## config.mk

```make
export PLATFORM = sky130hd
export DESIGN_NAME = glsc_div
export DESIGN_NICKNAME = d
export VERILOG_FILES = /design/src/rtl/glsc_pkg.sv /design/src/rtl/glsc_div.sv
export SDC_FILE = /design/constraint.sdc
export NUM_CORES = 2
export LEC_CHECK = 0
export BUFFER_PORTS_ARGS = -buffer_cell sky130_fd_sc_hd__buf_2
export CORE_UTILIZATION = 50
export CTS_CLUSTER_SIZE = 16
export DETAILED_ROUTE_END_ITERATION = 10
export GPL_ROUTABILITY_DRIVEN = 0
export HOLD_SLACK_MARGIN = 0.1
export PLACE_DENSITY_LB_ADDON = 0.08
export RECOVER_POWER = 100
export SYNTH_ARGS = -nofsm -noshare
export SYNTH_HDL_FRONTEND = slang
export SYNTH_SLANG_ARGS = --single-unit
```

## constraint.sdc

```tcl
create_clock -name clk -period 3.2 [get_ports clk]
set_clock_uncertainty 0.05 [all_clocks]
set_input_delay 0.64 -clock clk [delete_from_list [all_inputs] [get_ports clk]]
set_output_delay 0.64 -clock clk [all_outputs]
set_load 0.005 [all_outputs]
```

## src/rtl/glsc_pkg.sv

```systemverilog
// Shared types and constants for the glide slope light color unit.
// No dependencies; every rtl file refers to it by scoped names.
package glsc_pkg;

	// Datapath widths
	localparam int SQ_W        = 62;
	localparam int LEN_W       = 31;
	localparam int AB_W        = 52;
	localparam int QUO_W       = 30;
	localparam int SQRT_STEPS  = 31;
	localparam int DIV_STEPS   = 30;
	localparam int CH_STEPS    = 8;
	localparam int K_MAX       = 10;

	// Constants of the fixed point math
	localparam logic [SQ_W-1:0] NEAR_SQ      = 62'd4295;       // 1 mm squared, Q.32
	localparam logic [20:0]     ANGLE_SAT    = 21'd1800000;    // microdegrees
	localparam logic [25:0]     UDEG_PER_RAD = 26'd57295780;
	localparam logic [15:0]     RECIP6       = 16'd43691;      // ceil(2^18 / 6)
	localparam logic [9:0]      TU_SCALE     = 10'd1000;

	// Config register indexes
	typedef enum logic [1:0] {
		REG_RED   = 2'd0,
		REG_WHITE = 2'd1,
		REG_TRANS = 2'd2
	} reg_idx_t;

	localparam logic [31:0] RED_RESET   = 32'hFF0000FF;
	localparam logic [31:0] WHITE_RESET = 32'hFFFFFFFF;
	localparam logic [9:0]  TRANS_RESET = 10'd50;

	typedef logic signed [31:0] pos_t;
	typedef logic signed [15:0] coef_t;
	typedef logic signed [32:0] d_t;
	typedef logic signed [48:0] dp_t;
	typedef logic signed [50:0] dot_t;
	typedef logic signed [36:0] dh_t;
	typedef logic signed [52:0] hdh_t;
	typedef logic signed [39:0] p_t;
	typedef logic        [39:0] pmag_t;
	typedef logic        [3:0]  k_t;
	typedef logic signed [31:0] q_t;
	typedef logic signed [18:0] up_t;
	typedef logic signed [50:0] qu_t;
	typedef logic        [60:0] qq_t;
	typedef logic signed [52:0] b_t;
	typedef logic [AB_W-1:0]    ab_t;
	typedef logic [SQ_W-1:0]    sq_t;
	typedef logic [LEN_W-1:0]   len_t;
	typedef logic [QUO_W-1:0]   quo_t;
	typedef logic signed [21:0] ang_t;
	typedef logic        [19:0] tu_t;
	typedef logic        [20:0] den_t;
	typedef logic        [29:0] num_t;
	typedef logic        [7:0]  chan_t;

	typedef struct packed {
		pos_t  eye_x;
		pos_t  eye_y;
		pos_t  eye_z;
		pos_t  light_x;
		pos_t  light_y;
		pos_t  light_z;
		coef_t normal_x;
		coef_t normal_y;
		coef_t normal_z;
		coef_t horiz_x;
		coef_t horiz_y;
		coef_t horiz_z;
	} in_t;

	// Side data carried along the sqrt stages
	typedef struct packed {
		logic hide;
		logic neg;
		ab_t  ab;
	} side_t;

	// Side data leaving the sine divider
	typedef struct packed {
		logic hide;
		logic neg;
		logic sat;
	} sine_side_t;

	typedef struct packed {
		logic [31:0] red_color;
		logic [31:0] white_color;
		logic [9:0]  trans;
	} cfg_t;

	typedef struct packed {
		logic  visible;
		chan_t red;
		chan_t green;
		chan_t blue;
		chan_t alpha;
	} res_t;

endpackage

```

## src/rtl/glsc_div.sv

```systemverilog
// Sine divider: saturation test, then restoring division |b|*2^16 / len, one bit per stage.
// Uses glsc_pkg.
module glsc_div (
	input  logic                 clk,
	input  logic                 arst_n,
	input  logic                 en,
	input  logic                 in_valid,
	input  glsc_pkg::side_t      in_side,
	input  glsc_pkg::len_t       in_len,
	output logic                 out_valid,
	output glsc_pkg::sine_side_t out_side,
	output glsc_pkg::quo_t       out_quo
);

	localparam int Steps = glsc_pkg::DIV_STEPS;

	// s0: saturation and remainder set-up
	logic                 v_s0;
	glsc_pkg::sine_side_t side_s0;
	logic [31:0]          rem_s0;
	logic [29:0]          lo_s0;
	glsc_pkg::len_t       den_s0;

	logic                 v_s    [Steps];
	glsc_pkg::sine_side_t side_s [Steps];
	logic [31:0]          rem_s  [Steps];
	logic [29:0]          lo_s   [Steps];
	glsc_pkg::len_t       den_s  [Steps];
	glsc_pkg::quo_t       quo_s  [Steps];

	logic [45:0] len_sh;

	assign len_sh = {in_len, 14'd0};

	always_ff @(posedge clk or negedge arst_n) begin
		if (!arst_n) begin
			v_s0 <= 1'b0;
		end else if (en) begin
			v_s0 <= in_valid;
		end
	end

	// Numerator bits above 30 seed the remainder; the low 30 shift in later
	always_ff @(posedge clk) begin
		if (en) begin
			side_s0.hide <= in_side.hide;
			side_s0.neg  <= in_side.neg;
			side_s0.sat  <= (in_side.ab >= glsc_pkg::ab_t'(len_sh));
			rem_s0       <= in_side.ab[45:14];
			lo_s0        <= {in_side.ab[13:0], 16'd0};
			den_s0       <= in_len;
		end
	end

	for (genvar g = 0; g < Steps; g++) begin : g_step
		logic                 pv;
		glsc_pkg::sine_side_t pside;
		logic [31:0]          prem;
		logic [29:0]          plo;
		glsc_pkg::len_t       pden;
		glsc_pkg::quo_t       pquo;
		logic [32:0]          r2, diff;
		logic                 ge;

		if (g == 0) begin : g_first
			assign pv    = v_s0;
			assign pside = side_s0;
			assign prem  = rem_s0;
			assign plo   = lo_s0;
			assign pden  = den_s0;
			assign pquo  = '0;
		end else begin : g_next
			assign pv    = v_s[g-1];
			assign pside = side_s[g-1];
			assign prem  = rem_s[g-1];
			assign plo   = lo_s[g-1];
			assign pden  = den_s[g-1];
			assign pquo  = quo_s[g-1];
		end

		assign r2   = {prem, plo[29]};
		assign diff = r2 - 33'(pden);
		assign ge   = (r2 >= 33'(pden));

		always_ff @(posedge clk or negedge arst_n) begin
			if (!arst_n) begin
				v_s[g] <= 1'b0;
			end else if (en) begin
				v_s[g] <= pv;
			end
		end

		always_ff @(posedge clk) begin
			if (en) begin
				side_s[g] <= pside;
				rem_s[g]  <= ge ? diff[31:0] : r2[31:0];
				lo_s[g]   <= {plo[28:0], 1'b0};
				den_s[g]  <= pden;
				quo_s[g]  <= {pquo[28:0], ge};
			end
		end
	end

	assign out_valid = v_s[Steps-1];
	assign out_side  = side_s[Steps-1];
	assign out_quo   = quo_s[Steps-1];

endmodule

```

==> reports/summary.log <==
qor: clock_network.cts_made_buffers 288
qor: timing.timing.final.max_slew_violations 56
qor: timing.worst-slew-pin-transition 1.93 ns
qor: die.io_pins 123
qor: min_path.timing.hold.worst_path_depth 0
qor: run_status.status finished, violations left
qor: clock_network.cts-root-to-sink-buffers 4
qor: die.die_w 526 um
qor: die.vert_die_dim 526 um
qor: timing.final.hold.worst_slack 0.351 ns
qor: grt.grt_max_degree 116
qor: setup_path.critical_path.max_stage_delay 0.47 ns
qor: grt.grt_pass1_vias 102488
qor: detailed_routing.avgViaCountPerCell 5.61
qor: grt.grt_antenna_before_repair 8
qor: timing.min_period_over_period 1.09
qor: synth.syn-cell-area 0.137 sq mm
qor: setup_path.critical_path.top_delay_family compound AO/OA/AOI/OAI gates
qor: setup_path.criticalPathCategory reg2reg
qor: clock_network.clk_pin_slew_worst_paths 0.06 ns
qor: finish.drive_gt1_frac 0.305
qor: timing.layout_min_cycle_time 3.49 ns
qor: setup_path.crit_fanout 8
qor: placement.buffer_ports.inserted 122
qor: detailed_routing.finalWirelength 371 mm
qor: grt.global_route.usage.total 0.251
qor: synth.primary_flip_flop_cell_chosen_by_synthesis_mapping sky130_fd_sc_hd__edfxtp_1
qor: min_path.hold_path_class reg2reg
qor: synth.synth_edf_count 2553
qor: synth.seq_area_frac_synth 0.564
qor: power_and_ir_drop.p_leak 75.7 nW
qor: job.max_cap_viol_count 2
qor: clock_network.tritoncts_clock_tree built
qor: detailed_routing.drc 0
qor: timing.max_freq 287 MHz
qor: setup_path.critical_path_cell_count 12
qor: synth.synth.avg_cell_area 11.6 sq um
qor: clock_network.clk_root_buffer_cell sky130_fd_sc_hd__clkbuf_16
qor: setup_path.arrival 4.09 ns
qor: timing.tns -84.11 ns
qor: placement.dpl.cell_count 17178
qor: finish.final_common_cell sky130_fd_sc_hd__edfxtp_1
qor: placement.placed_area 0.157 sq mm
qor: clock_network.worstSkewPairLatency 0.90 ns
qor: synth.netlist-cell-type-count 97
qor: grt.gr-total-overflow 0
qor: clock_network.htreeDepth 5
qor: finish.final_net_count 15628
qor: synth.synth_nets 12875
qor: placement.place_worst_setup_slack -0.584 ns
qor: timing.timing.final.hold_violations 0
qor: finish.final_cell_count_no_fill 18347
qor: detailed_routing.first_iter_violations 7096
qor: setup_path.worst-endpoint-required 3.80 ns
qor: setup_path.worstRegToRegCells 12
qor: finish.final_cell_mix sky130_fd_sc_hd__edfxtp_1 (2553), sky130_fd_sc_hd__buf_4 (1710), sky130_fd_sc_hd__inv_1 (1136)
qor: timing.finalSetupViolations 801
qor: setup_path.cp-start-kind flop
qor: detailed_routing.average_detailed_routed_wire_length_per_instance 20.2 um
qor: synth.postSynth.asyncResetShare 0.0120
qor: die.die-area 0.277 sq mm
qor: die.row_count 191
qor: finish.stdcell_area 0.182 sq mm
qor: setup_path.worst_path_max_delay_cell sky130_fd_sc_hd__edfxtp_1
qor: detailed_routing.vias 102951
qor: clock_network.numClockSinks 2584
qor: setup_path.path_buf_inv 2
qor: synth.yosys_register_bits 2584
qor: die.initial_core_util 0.505
qor: timing.unrepaired_setup_endpoints_after_global_routing true
qor: run_status.failed_checks max-capacitance violations, max-slew violations, negative setup slack
qor: synth.synth.yosys.warnings 0
qor: detailed_routing.dr.pass1.iters 6
qor: die.placeableCoreArea 0.272 sq mm
qor: setup_path.critPathCaptureType flop
qor: timing.worst_slew_margin -0.286
qor: setup_path.sequence_of_cells_on_the_critical_path ha_1 > and3_1 > o211ai_1 > a21oi_1 > a211oi_2 > a21oi_2 > a311oi_2 > o21ai_1 > a21o_4 > buf_12 > buf_12 > mux2_2
qor: finish.syn_to_final_growth 32.6%
qor: synth.syn_inst 11797
qor: grt.grt_first_pass_wirelength 554 mm
qor: power_and_ir_drop.total_power_density_per_cell_area 1040 mW/mm^2
qor: setup_path.critPathMostFrequentCell sky130_fd_sc_hd__buf_12
qor: placement.place.detailed.hpwl 256 mm
qor: timing.worst_case_setup_margin_in_the_final_layout -0.289 ns
qor: power_and_ir_drop.peakVddDrop 0.477 mV
qor: detailed_routing.final_antenna_net_count 0
## per-stage QoR
step	total power [W]	utilization
detailed placement	0.134	0.577
floorplan	0.104	-
global placement	0.132	0.577
CTS	0.176	0.640
global route	0.199	0.669
finish	0.189	0.669
## report_power, final
| part | switching, W | internal [W] |
|---|---|---|
| sequential | 0.00650 | 0.0497 |
| clock | 0.0136 | 0.0190 |
| combinational | 0.0495 | 0.0504 |
| total | 0.0696 | 0.119 |
## per-layer routing
metal,GRT usage,share of wire
met1,0.304,0.40
met3,0.0307,0.044
met2,0.445,0.51
met4,0.115,0.051
met5,0,0.00016
## sequential cells by signal, indices dropped and copies added (netlist names)
register      count
den_s           899
den_s0           31
g_step.plo       14
g_step.prem      32
g_step.pside      3
g_step.pv        30
lo_s             91
out_valid         1
quo_s           465
rem_s           928
side_s           90
## cells by family (layout without fill, tap and decap cells)
| kind of cell | Yosys count | in the layout | share of synthesized area |
|---|---|---|---|
| mux | 287 | 287 | 0.0237 |
| xor+xnor | 779 | 779 | 0.0497 |
| buf+inv | 1470 | 4448 | 0.0412 |
| simple gates | 2566 | 2566 | 0.0875 |
| flops | 2584 | 2584 | 0.564 |
| other cells | 0 | 2 | 0 |
| compound gates | 3122 | 3122 | 0.142 |
| fa+ha+maj | 989 | 989 | 0.0918 |
## area by class of cell
| cell class | count | area [sq um] |
|---|---|---|
| repair buffers | 2731 | 23300 |
| diodes | 2 | 5.00 |
| multi-input cells | 7743 | 62900 |
| inverters | 1202 | 4540 |
| fillers | 19831 | 90000 |
| clock inverters | 161 | 1580 |
| clock buffers | 354 | 7650 |
| well taps | 3570 | 4470 |
| flip-flops and latches | 2584 | 77400 |
## synth_stat cells (all sizes together), types with 37 or more instances
master	instances	area, sq um
mux2	274	3120
o21a	120	901
o211ai	55	413
ha	960	12000
nor2b	138	863
nor3	144	726
a211oi	72	551
nand3	191	956
a21o	474	3560
inv	1202	4510
edfxtp	2553	76700
xnor2	473	4140
o21bai	109	822
o21ai	695	3480
and2	37	231
buf	67	390
and3	88	551
or3	41	257
nand2b	140	876
nor2	760	2850
clkbuf	201	754
or2	42	263
a31oi	104	657
nand2	748	2810
xor2	306	2680
nand4	134	838
a21oi	1078	5400
o31ai	60	450
## worst reg2reg max path, cell delays in order (launching register included)
cell                       delay (ns)
sky130_fd_sc_hd__edfxtp_1        0.47
sky130_fd_sc_hd__ha_1            0.35
sky130_fd_sc_hd__and3_1          0.19
sky130_fd_sc_hd__o211ai_1        0.26
sky130_fd_sc_hd__a21oi_1         0.13
sky130_fd_sc_hd__a211oi_2        0.33
sky130_fd_sc_hd__a21oi_2         0.13
sky130_fd_sc_hd__a311oi_2        0.36
sky130_fd_sc_hd__o21ai_1         0.12
sky130_fd_sc_hd__a21o_4          0.31
sky130_fd_sc_hd__buf_12          0.17
sky130_fd_sc_hd__buf_12          0.13
sky130_fd_sc_hd__mux2_2          0.26
## final timing paths
kind | start | end | slack (ns)
min reg2reg | lo_s[3][26] | lo_s[4][27] | 0.35
min | lo_s[3][26] | lo_s[4][27] | 0.35
min in group asynchronous | arst_n | g_step[27].pv | 0.65
max in group asynchronous | arst_n | g_step[3].pv | 1.54
max | rem_s[0][359] | rem_s[0][412] | -0.29
max reg2reg | rem_s[0][359] | rem_s[0][412] | -0.29
## repair_timing
item,CTS,global route
gates resized for setup,905,1466
endpoints found under the hold margin,115,0
endpoints found under the setup margin,865,936
pin swaps,302,508
hold buffers,86,0
buffers inserted,230,279
cloned,58,59
No activity file was read; power rests on OpenSTA's default activity.
